File: config.mk
export PLATFORM = sky130hd
export DESIGN_NAME = dotted_name_validator
export DESIGN_NICKNAME = d
export VERILOG_FILES = /design/src/rtl/core/dnv_pkg.sv /design/src/rtl/core/dnv_core.sv /design/src/rtl/core/dotted_name_validator.sv
export SDC_FILE = /design/constraint.sdc
export NUM_CORES = 1
export LEC_CHECK = 0
export BUFFER_PORTS_ARGS = -buffer_cell sky130_fd_sc_hd__buf_2
export CORE_MARGIN = 5
export CORE_UTILIZATION = 35
export CTS_BUF_LIST = sky130_fd_sc_hd__clkbuf_4
export CTS_CLUSTER_SIZE = 25
export DETAILED_ROUTE_END_ITERATION = 10
export GPL_ROUTABILITY_DRIVEN = 0
export HOLD_SLACK_MARGIN = 0.02
export SLEW_MARGIN = 20
export SYNTH_ARGS = -nofsm -noshare
export SYNTH_HDL_FRONTEND = slang
export SYNTH_SLANG_ARGS = --single-unit
File: constraint.sdc
create_clock -name clk -period 5.7 [get_ports clk]
set_clock_uncertainty 0.1 [all_clocks]
set_input_delay 0 -clock clk [delete_from_list [all_inputs] [get_ports clk]]
set_output_delay 0 -clock clk [all_outputs]
set_load 0.01 [all_outputs]
File: src/rtl/core/dnv_pkg.sv
package dnv_pkg;

    // Default saturation point of the name and label byte counters
    localparam int DNV_COUNT_LIMIT = 255;

    localparam logic [7:0] CHAR_DOT    = 8'h2E;  // '.'
    localparam logic [7:0] CHAR_HYPHEN = 8'h2D;  // '-'
    localparam logic [7:0] CHAR_SLASH  = 8'h2F;  // '/'
    localparam logic [7:0] CHAR_ZERO   = 8'h30;  // '0'
    localparam logic [7:0] CHAR_NINE   = 8'h39;  // '9'
    localparam logic [7:0] CHAR_LOW_A  = 8'h61;  // 'a'
    localparam logic [7:0] CHAR_LOW_Z  = 8'h7A;  // 'z'

    localparam int CFG_DATA_W = 32;
    localparam int CFG_ADDR_W = 3;
    localparam int LEN_W      = 8;

    typedef enum logic [0:0] {
        REG_MIN_LENGTH = 1'b0,
        REG_MAX_LENGTH = 1'b1
    } dnv_reg_idx_t;

    typedef struct packed {
        logic name_valid;
        logic name_cheap;
    } dnv_result_t;

    function automatic logic is_lower(input logic [7:0] c);
        return (c >= CHAR_LOW_A) && (c <= CHAR_LOW_Z);
    endfunction

    function automatic logic is_digit(input logic [7:0] c);
        return (c >= CHAR_ZERO) && (c <= CHAR_NINE);
    endfunction

    function automatic logic is_vowel(input logic [7:0] c);
        return (c == 8'h61) || (c == 8'h65) || (c == 8'h69) ||
               (c == 8'h6F) || (c == 8'h75) || (c == 8'h79);
    endfunction

endpackage

File: src/rtl/core/dnv_core.sv
module dnv_core
    import dnv_pkg::*;
#(
    parameter int COUNT_LIMIT = DNV_COUNT_LIMIT
)
(
    input  logic             clk,
    input  logic             rst_n,
    input  logic             step,
    input  logic [7:0]       char_in,
    input  logic             last_char,
    input  logic [LEN_W-1:0] min_length,
    input  logic [LEN_W-1:0] max_length,
    output dnv_result_t      result
);

    localparam int CW   = $clog2(COUNT_LIMIT + 1);
    localparam int CMPW = (CW > LEN_W) ? CW : LEN_W;
    localparam logic [CW-1:0] SAT = CW'(COUNT_LIMIT);

    logic [CW-1:0] total_count_reg, total_count_next;
    logic [CW-1:0] label_count_reg, label_count_next;
    logic          prev_let_dig_reg, prev_let_dig_next;
    logic          bad_seen_reg, bad_seen_next;
    logic          pod_seen_reg, pod_seen_next;
    logic          vowel_seen_reg, vowel_seen_next;

    logic          lower, digit, let_dig, dot;
    logic [CW-1:0] tot1, lab1;
    logic          prev1, bad1, bad_fin, pod1, vow1;
    logic [CMPW-1:0] min_x, max_x, lab_x, labc_x, tot_x;

    always_comb
    begin
        lower   = is_lower(char_in);
        digit   = is_digit(char_in);
        let_dig = lower | digit;
        dot     = (char_in == CHAR_DOT);
        min_x   = CMPW'(min_length);
        max_x   = CMPW'(max_length);
        labc_x  = CMPW'(label_count_reg);

        pod1 = pod_seen_reg | digit | dot | (char_in == CHAR_HYPHEN) |
               (char_in == CHAR_SLASH);
        vow1 = vowel_seen_reg | is_vowel(char_in);
        tot1 = (total_count_reg >= SAT) ? SAT : total_count_reg + 1'b1;

        if (dot)
        begin
            // a dot closes the current label
            bad1  = bad_seen_reg | (label_count_reg == '0) | (labc_x < min_x) |
                    !prev_let_dig_reg;
            lab1  = '0;
            prev1 = 1'b0;
        end
        else
        begin
            if (label_count_reg == '0)
                bad1 = bad_seen_reg | !lower;
            else
                bad1 = bad_seen_reg | (!let_dig && (char_in != CHAR_HYPHEN));
            prev1 = let_dig;
            lab1  = (label_count_reg >= SAT) ? SAT : label_count_reg + 1'b1;
        end

        lab_x   = CMPW'(lab1);
        tot_x   = CMPW'(tot1);
        bad_fin = bad1 | (lab1 == '0) | (lab_x < min_x) | !prev1 |
                  (tot_x < min_x) | (tot_x > max_x);

        result.name_valid = !bad_fin;
        result.name_cheap = pod1 | !vow1;

        total_count_next  = total_count_reg;
        label_count_next  = label_count_reg;
        prev_let_dig_next = prev_let_dig_reg;
        bad_seen_next     = bad_seen_reg;
        pod_seen_next     = pod_seen_reg;
        vowel_seen_next   = vowel_seen_reg;
        if (step)
        begin
            if (last_char)
            begin
                total_count_next  = '0;
                label_count_next  = '0;
                prev_let_dig_next = 1'b0;
                bad_seen_next     = 1'b0;
                pod_seen_next     = 1'b0;
                vowel_seen_next   = 1'b0;
            end
            else
            begin
                total_count_next  = tot1;
                label_count_next  = lab1;
                prev_let_dig_next = prev1;
                bad_seen_next     = bad1;
                pod_seen_next     = pod1;
                vowel_seen_next   = vow1;
            end
        end
    end

    always_ff @(posedge clk or negedge rst_n)
    begin
        if (!rst_n)
        begin
            total_count_reg  <= '0;
            label_count_reg  <= '0;
            prev_let_dig_reg <= 1'b0;
            bad_seen_reg     <= 1'b0;
            pod_seen_reg     <= 1'b0;
            vowel_seen_reg   <= 1'b0;
        end
        else
        begin
            total_count_reg  <= total_count_next;
            label_count_reg  <= label_count_next;
            prev_let_dig_reg <= prev_let_dig_next;
            bad_seen_reg     <= bad_seen_next;
            pod_seen_reg     <= pod_seen_next;
            vowel_seen_reg   <= vowel_seen_next;
        end
    end

endmodule

File: src/rtl/core/dotted_name_validator.sv
// Dotted name validator.
// A name streams in one byte per word on the input channel (in_valid/in_stall,
// char_in, last_char); last_char marks the final byte. Exactly one result word
// (name_valid, name_cheap) leaves on the output channel (out_valid/out_stall)
// per name, after its last byte. Names are lowercase dotted labels; empty names
// must not be presented.
// A last byte is held in the input register, then its result is loaded into
// the result register, where out_valid goes high and the word can be taken
// (one input register, one result register).
// Throughput: one byte per cycle, sustained, while the output is not stalled;
// the per-byte checks are a few compares and saturating counters.
// Stall: a result waiting in the output register does not block bytes that
// produce no result; only when a finished result waits stalled and the next last byte
// is ready does in_stall rise, holding the input register.
// Reset: clears all name state, empties both registers, and loads min_length = 1
// and max_length = 63. Registers are written over the APB port at addresses 0
// (min_length) and 4 (max_length); the user must write them only while idle, as the block does not enforce it.
module dotted_name_validator
    import dnv_pkg::*;
#(
    parameter int COUNT_LIMIT = DNV_COUNT_LIMIT
)
(
    input  logic                  clk,
    input  logic                  rst_n,
    input  logic                  psel,
    input  logic                  penable,
    input  logic                  pwrite,
    input  logic [CFG_ADDR_W-1:0] paddr,
    input  logic [CFG_DATA_W-1:0] pwdata,
    output logic [CFG_DATA_W-1:0] prdata,
    output logic                  pready,
    input  logic                  in_valid,
    output logic                  in_stall,
    input  logic [7:0]            char_in,
    input  logic                  last_char,
    output logic                  out_valid,
    input  logic                  out_stall,
    output logic                  name_valid,
    output logic                  name_cheap
);

    // config registers
    logic [LEN_W-1:0] min_length_reg, max_length_reg;
    logic             cfg_wr;
    dnv_reg_idx_t     cfg_idx;

    // input register stage
    logic       s1_valid_reg, s1_valid_next;
    logic [7:0] s1_char_reg;
    logic       s1_last_reg;
    logic       s1_adv, in_accept;

    // result register
    logic        out_valid_reg, out_valid_next;
    dnv_result_t out_data_reg;
    dnv_result_t core_res;

    assign pready  = 1'b1;
    assign cfg_wr  = psel & penable & pwrite & pready;
    assign cfg_idx = dnv_reg_idx_t'(paddr[2]);

    always_comb
    begin
        unique case (cfg_idx)
            REG_MIN_LENGTH: prdata = CFG_DATA_W'(min_length_reg);
            REG_MAX_LENGTH: prdata = CFG_DATA_W'(max_length_reg);
            default:        prdata = '0;
        endcase
    end

    always_ff @(posedge clk or negedge rst_n)
    begin
        if (!rst_n)
        begin
            min_length_reg <= LEN_W'(1);
            max_length_reg <= LEN_W'(63);
        end
        else if (cfg_wr)
        begin
            unique case (cfg_idx)
                REG_MIN_LENGTH: min_length_reg <= pwdata[LEN_W-1:0];
                REG_MAX_LENGTH: max_length_reg <= pwdata[LEN_W-1:0];
                default:        ;
            endcase
        end
    end

    // a word leaves stage 1 unless it would produce a result into a full,
    // stalled output register
    assign s1_adv    = s1_valid_reg & (!s1_last_reg | !out_valid_reg | !out_stall);
    assign in_stall  = s1_valid_reg & !s1_adv;
    assign in_accept = in_valid & !in_stall;

    always_comb
    begin
        s1_valid_next = s1_valid_reg;
        if (in_accept)
            s1_valid_next = 1'b1;
        else if (s1_adv)
            s1_valid_next = 1'b0;

        out_valid_next = out_valid_reg;
        if (s1_adv && s1_last_reg)
            out_valid_next = 1'b1;
        else if (out_valid_reg && !out_stall)
            out_valid_next = 1'b0;
    end

    always_ff @(posedge clk or negedge rst_n)
    begin
        if (!rst_n)
        begin
            s1_valid_reg  <= 1'b0;
            out_valid_reg <= 1'b0;
        end
        else
        begin
            s1_valid_reg  <= s1_valid_next;
            out_valid_reg <= out_valid_next;
        end
    end

    always_ff @(posedge clk)
    begin
        if (in_accept)
        begin
            s1_char_reg <= char_in;
            s1_last_reg <= last_char;
        end
        if (s1_adv && s1_last_reg)
            out_data_reg <= core_res;
    end

    dnv_core #(
        .COUNT_LIMIT (COUNT_LIMIT)
    ) u_core (
        .clk        (clk),
        .rst_n      (rst_n),
        .step       (s1_adv),
        .char_in    (s1_char_reg),
        .last_char  (s1_last_reg),
        .min_length (min_length_reg),
        .max_length (max_length_reg),
        .result     (core_res)
    );

    assign out_valid  = out_valid_reg;
    assign name_valid = out_data_reg.name_valid;
    assign name_cheap = out_data_reg.name_cheap;

    // stall back to the source only while stage 1 holds a word
    a_stall_needs_word: assert property (@(posedge clk) disable iff (!rst_n)
        in_stall |-> s1_valid_reg)
        else $error("in_stall with empty input register");

    // a new result only follows a last byte leaving stage 1
    a_result_from_last: assert property (@(posedge clk) disable iff (!rst_n)
        $rose(out_valid_reg) |-> $past(s1_adv && s1_last_reg))
        else $error("result word without a last byte");

    // never overwrite a waiting, stalled result
    a_no_overwrite: assert property (@(posedge clk) disable iff (!rst_n)
        (out_valid_reg && out_stall) |-> !(s1_adv && s1_last_reg))
        else $error("stalled result overwritten");

    // config write to min_length lands in that register
    a_cfg_min: assert property (@(posedge clk) disable iff (!rst_n)
        (cfg_wr && cfg_idx == REG_MIN_LENGTH) |=>
            (min_length_reg == $past(pwdata[LEN_W-1:0])))
        else $error("min_length write lost");

endmodule

==> reports/results.tsv <==
stage	metric	value	unit
cts	Post-CTS Resized	0	
cells_and_area	diode count	0	
floorplan	IO Pins	88	
timing	f_max	319	MHz
cells_and_area	most common cell after layout, fill and taps aside	buf_2	
synthesis	mapped cell area	3490	um^2
timing	setup TNS	0	ns
cts	Worst-Skew Late Latency	0.37	ns
cells_and_area	Util after Layout	40.1	%
routing	wire per inst	14.0	um
synthesis	sequential area share after synthesis	37.0	%
synthesis	synthesized flop and latch total	49	
cells_and_area	multi-input logic area	1920	um^2
worst_setup_path	crit path DAT	3.23	ns
cts	CTS Root Cell	clkbuf_4	
cts	clock buffer depth	2	
timing	Slew HR	36.9	%
global_route	initial antenna violation count	0	
synthesis	Mean Syn Cell Area	9.47	um^2
timing	final hold viol count	0	
synthesis	synth warn	0	
global_route	largest net degree at the start of global routing	39	
floorplan	Core ar.	9730	um^2
placement	detailed-placement wirelength estimate	5650	um
cells_and_area	design area	3900	um^2
cts	CTS tree	done	
cts	Clock transition at path regs	0.15	ns
power_and_ir_drop	PD cells	230	nW/um^2
worst_setup_path	Setup CP Type	flop to flop	
worst_setup_path	CP Max Fanout	11	
routing	detailed-route via count	2810	
global_route	vias in the first global route	2660	
synthesis	Synth Flop Type	dfrtp_1	
run_status	status	finished, final reports clean	
worst_setup_path	Startpoint Class	flop	
power_and_ir_drop	Pleak	1.80	nW
floorplan	DIE AREA	12100	um^2
synthesis	Compound-Gate Fraction of Synth Area	17.9	%
cts	# clock sinks	49	
cts	postcts setup bufs	0	
placement	Post-DP Area	3630	um^2
routing	initial drt markers	172	
synthesis	Adder-Cell Fraction of Synth Area	11.5	%
flow_run	max_cap viols	0	
routing	drt drc	0	
cells_and_area	Area Overhead vs Synth	11.8	%
timing	Final period util	55.0	%
cells_and_area	layout cell share with drive strength beyond 1	19.1	%
cells_and_area	Final nets	495	
timing	min Tclk post-route	3.14	ns
global_route	final global-route overflow total	0	
power_and_ir_drop	PnR Total Power	0.897	mW
timing	Pins Over Slew Limit	0	
synthesis	library cells used by synthesis	58	
timing	final setup vio count	0	
worst_setup_path	CP endpoint kind	flop	
synthesis	mux share of post-synthesis cell area	5.17	%
power_and_ir_drop	Max IR drop VDD	0.0000960	V
floorplan	Std-Cell Rows	36	
timing	slew at the pin with the worst max-slew slack	0.943	ns
global_route	total track usage	13.2	%
placement	PortBufs	36	
synthesis	ys async rst share	77.6	%
cells_and_area	commonest non-fill, non-tap cells in the layout	buf_2 (36), ha_1 (32), dfrtp_1 (31)	
synthesis	cell count after synthesis	368	
routing	vias per inst	5.15	
timing	unrepaired setup endpoints after global routing	false	
synthesis	EDFF count, synth	11	
global_route	first-pass GRT wire length	12700	um
floorplan	chip height	110	um
floorplan	effective utilization at floorplan	35.8	%
floorplan	Die X	110	um
cells_and_area	register area	1290	um^2
worst_setup_path	Worst EP required	5.79	ns
cts	Post-CTS Hold Buffers	21	
cts	cts bufs inserted	5	
cts	H-tree depth	2	
synthesis	post-synthesis xor/xnor area fraction	1.51	%
synthesis	main combinational cell family by area after synthesis	compound AO/OA/AOI/OAI gates	
cells_and_area	FILL cells	988	
hold_path	HP Class	input port to asynchronous set/reset pin	
synthesis	Post-Synth Simple-Gate Area	16.4	%
routing	drt pass-1 iters	5	
routing	Routed WL	7640	um
routing	Antenna Nets Post-Route	0	
## routing by layer
metal,up-vias,global-route usage (%),part of all wire [%]
met4,0,3.92,1.0
met5,-,0,0
met3,7,2.41,6.1
met1,1321,17.3,46
li1,1384,-,-
met2,98,22.1,47
## stage by stage
stage	setup slack (ns)	instances	hold WS [ns]
global route	2.26	546	0.225
global placement	2.63	517	0.0724
detailed placement	2.60	517	0.0698
finish	2.56	546	0.169
floorplan	3.22	391	-0.396
CTS	2.58	546	0.190
## cell type report
| cell class | instances | area share [%] |
|---|---|---|
| clock inverter | 1 | 0.128 |
| inverter | 19 | 1.83 |
| timing repair buffer | 57 | 10.0 |
| multi-input combinational | 280 | 49.3 |
| clock buffer | 7 | 1.35 |
| sequential | 49 | 33.1 |
| tap | 133 | 4.27 |
## Yosys cell counts (2+ instances only)
cell	number	share of area, %
mux2_2	16	5.2
ha_1	32	11
dfrtp_1	31	22
nor3_1	8	1.1
o211ai_1	4	0.86
nand2b_1	3	0.54
o21ai_0	25	3.6
xnor2_1	5	1.3
and4_1	5	1.3
or2_2	2	0.36
o21a_1	2	0.43
edfxtp_1	11	9.5
clkbuf_1	9	0.97
o22ai_1	3	0.54
nand4_1	8	1.4
a21o_1	2	0.43
dfstp_2	7	5.3
nor2b_1	4	0.72
and3_1	6	1.1
conb_1	2	0.22
a21oi_1	30	4.3
inv_1	19	2.0
and2_1	3	0.54
nor2_1	21	2.3
buf_6	2	0.65
buf_2	3	0.43
a31oi_1	8	1.4
buf_4	29	6.2
nand3_1	11	1.6
nand2_1	20	2.2
a22o_1	10	2.5
## report_power, final
part / leakage, nW / internal (mW) / switching, mW
Sequential: 0.583 / 0.408 / 0.0413
Clock: 0.0361 / 0.0579 / 0.110
Combinational: 1.18 / 0.125 / 0.154
Total: 1.80 / 0.591 / 0.305
## cells by family after synthesis
| family | count (synthesis) |
|---|---|
| muxes | 16 |
| adders and majority gates | 32 |
| AOI/OAI and AO/OA | 98 |
| and+or+nand+nor | 103 |
| DFF | 49 |
| xor gates and xnor gates | 6 |
| buffers and inverters | 62 |
| other | 2 |
## final timing paths
path | from | slack [ns] | cells past startpoint | endpoint
worst max-delay path | u_core.total_count_reg[0] | 2.56 | 10 | name_valid
worst min-delay path | rst_n | 0.17 | 2 | u_core.total_count_reg[1]
worst max register to register | u_core.total_count_reg[0] | 2.56 | 10 | name_valid
worst min register to register | min_length_reg[3] | 0.42 | 1 | min_length_reg[3]
max in group asynchronous | rst_n | 4.78 | 2 | u_core.total_count_reg[6]
min in group clk | pwrite | 0.22 | 3 | max_length_reg[1]
## worst max-delay path: stages, from the launching register on
cell and delay, ns:
dfrtp_1 0.45, ha_1 0.33, nand4_1 0.44, nand2b_1 0.33, ha_1 0.28, nor2b_1 0.14, o211ai_1 0.16, a21oi_1 0.09
o22ai_1 0.26, o211ai_1 0.13, nor3_1 0.27
Power figures use the tool's default switching activity.
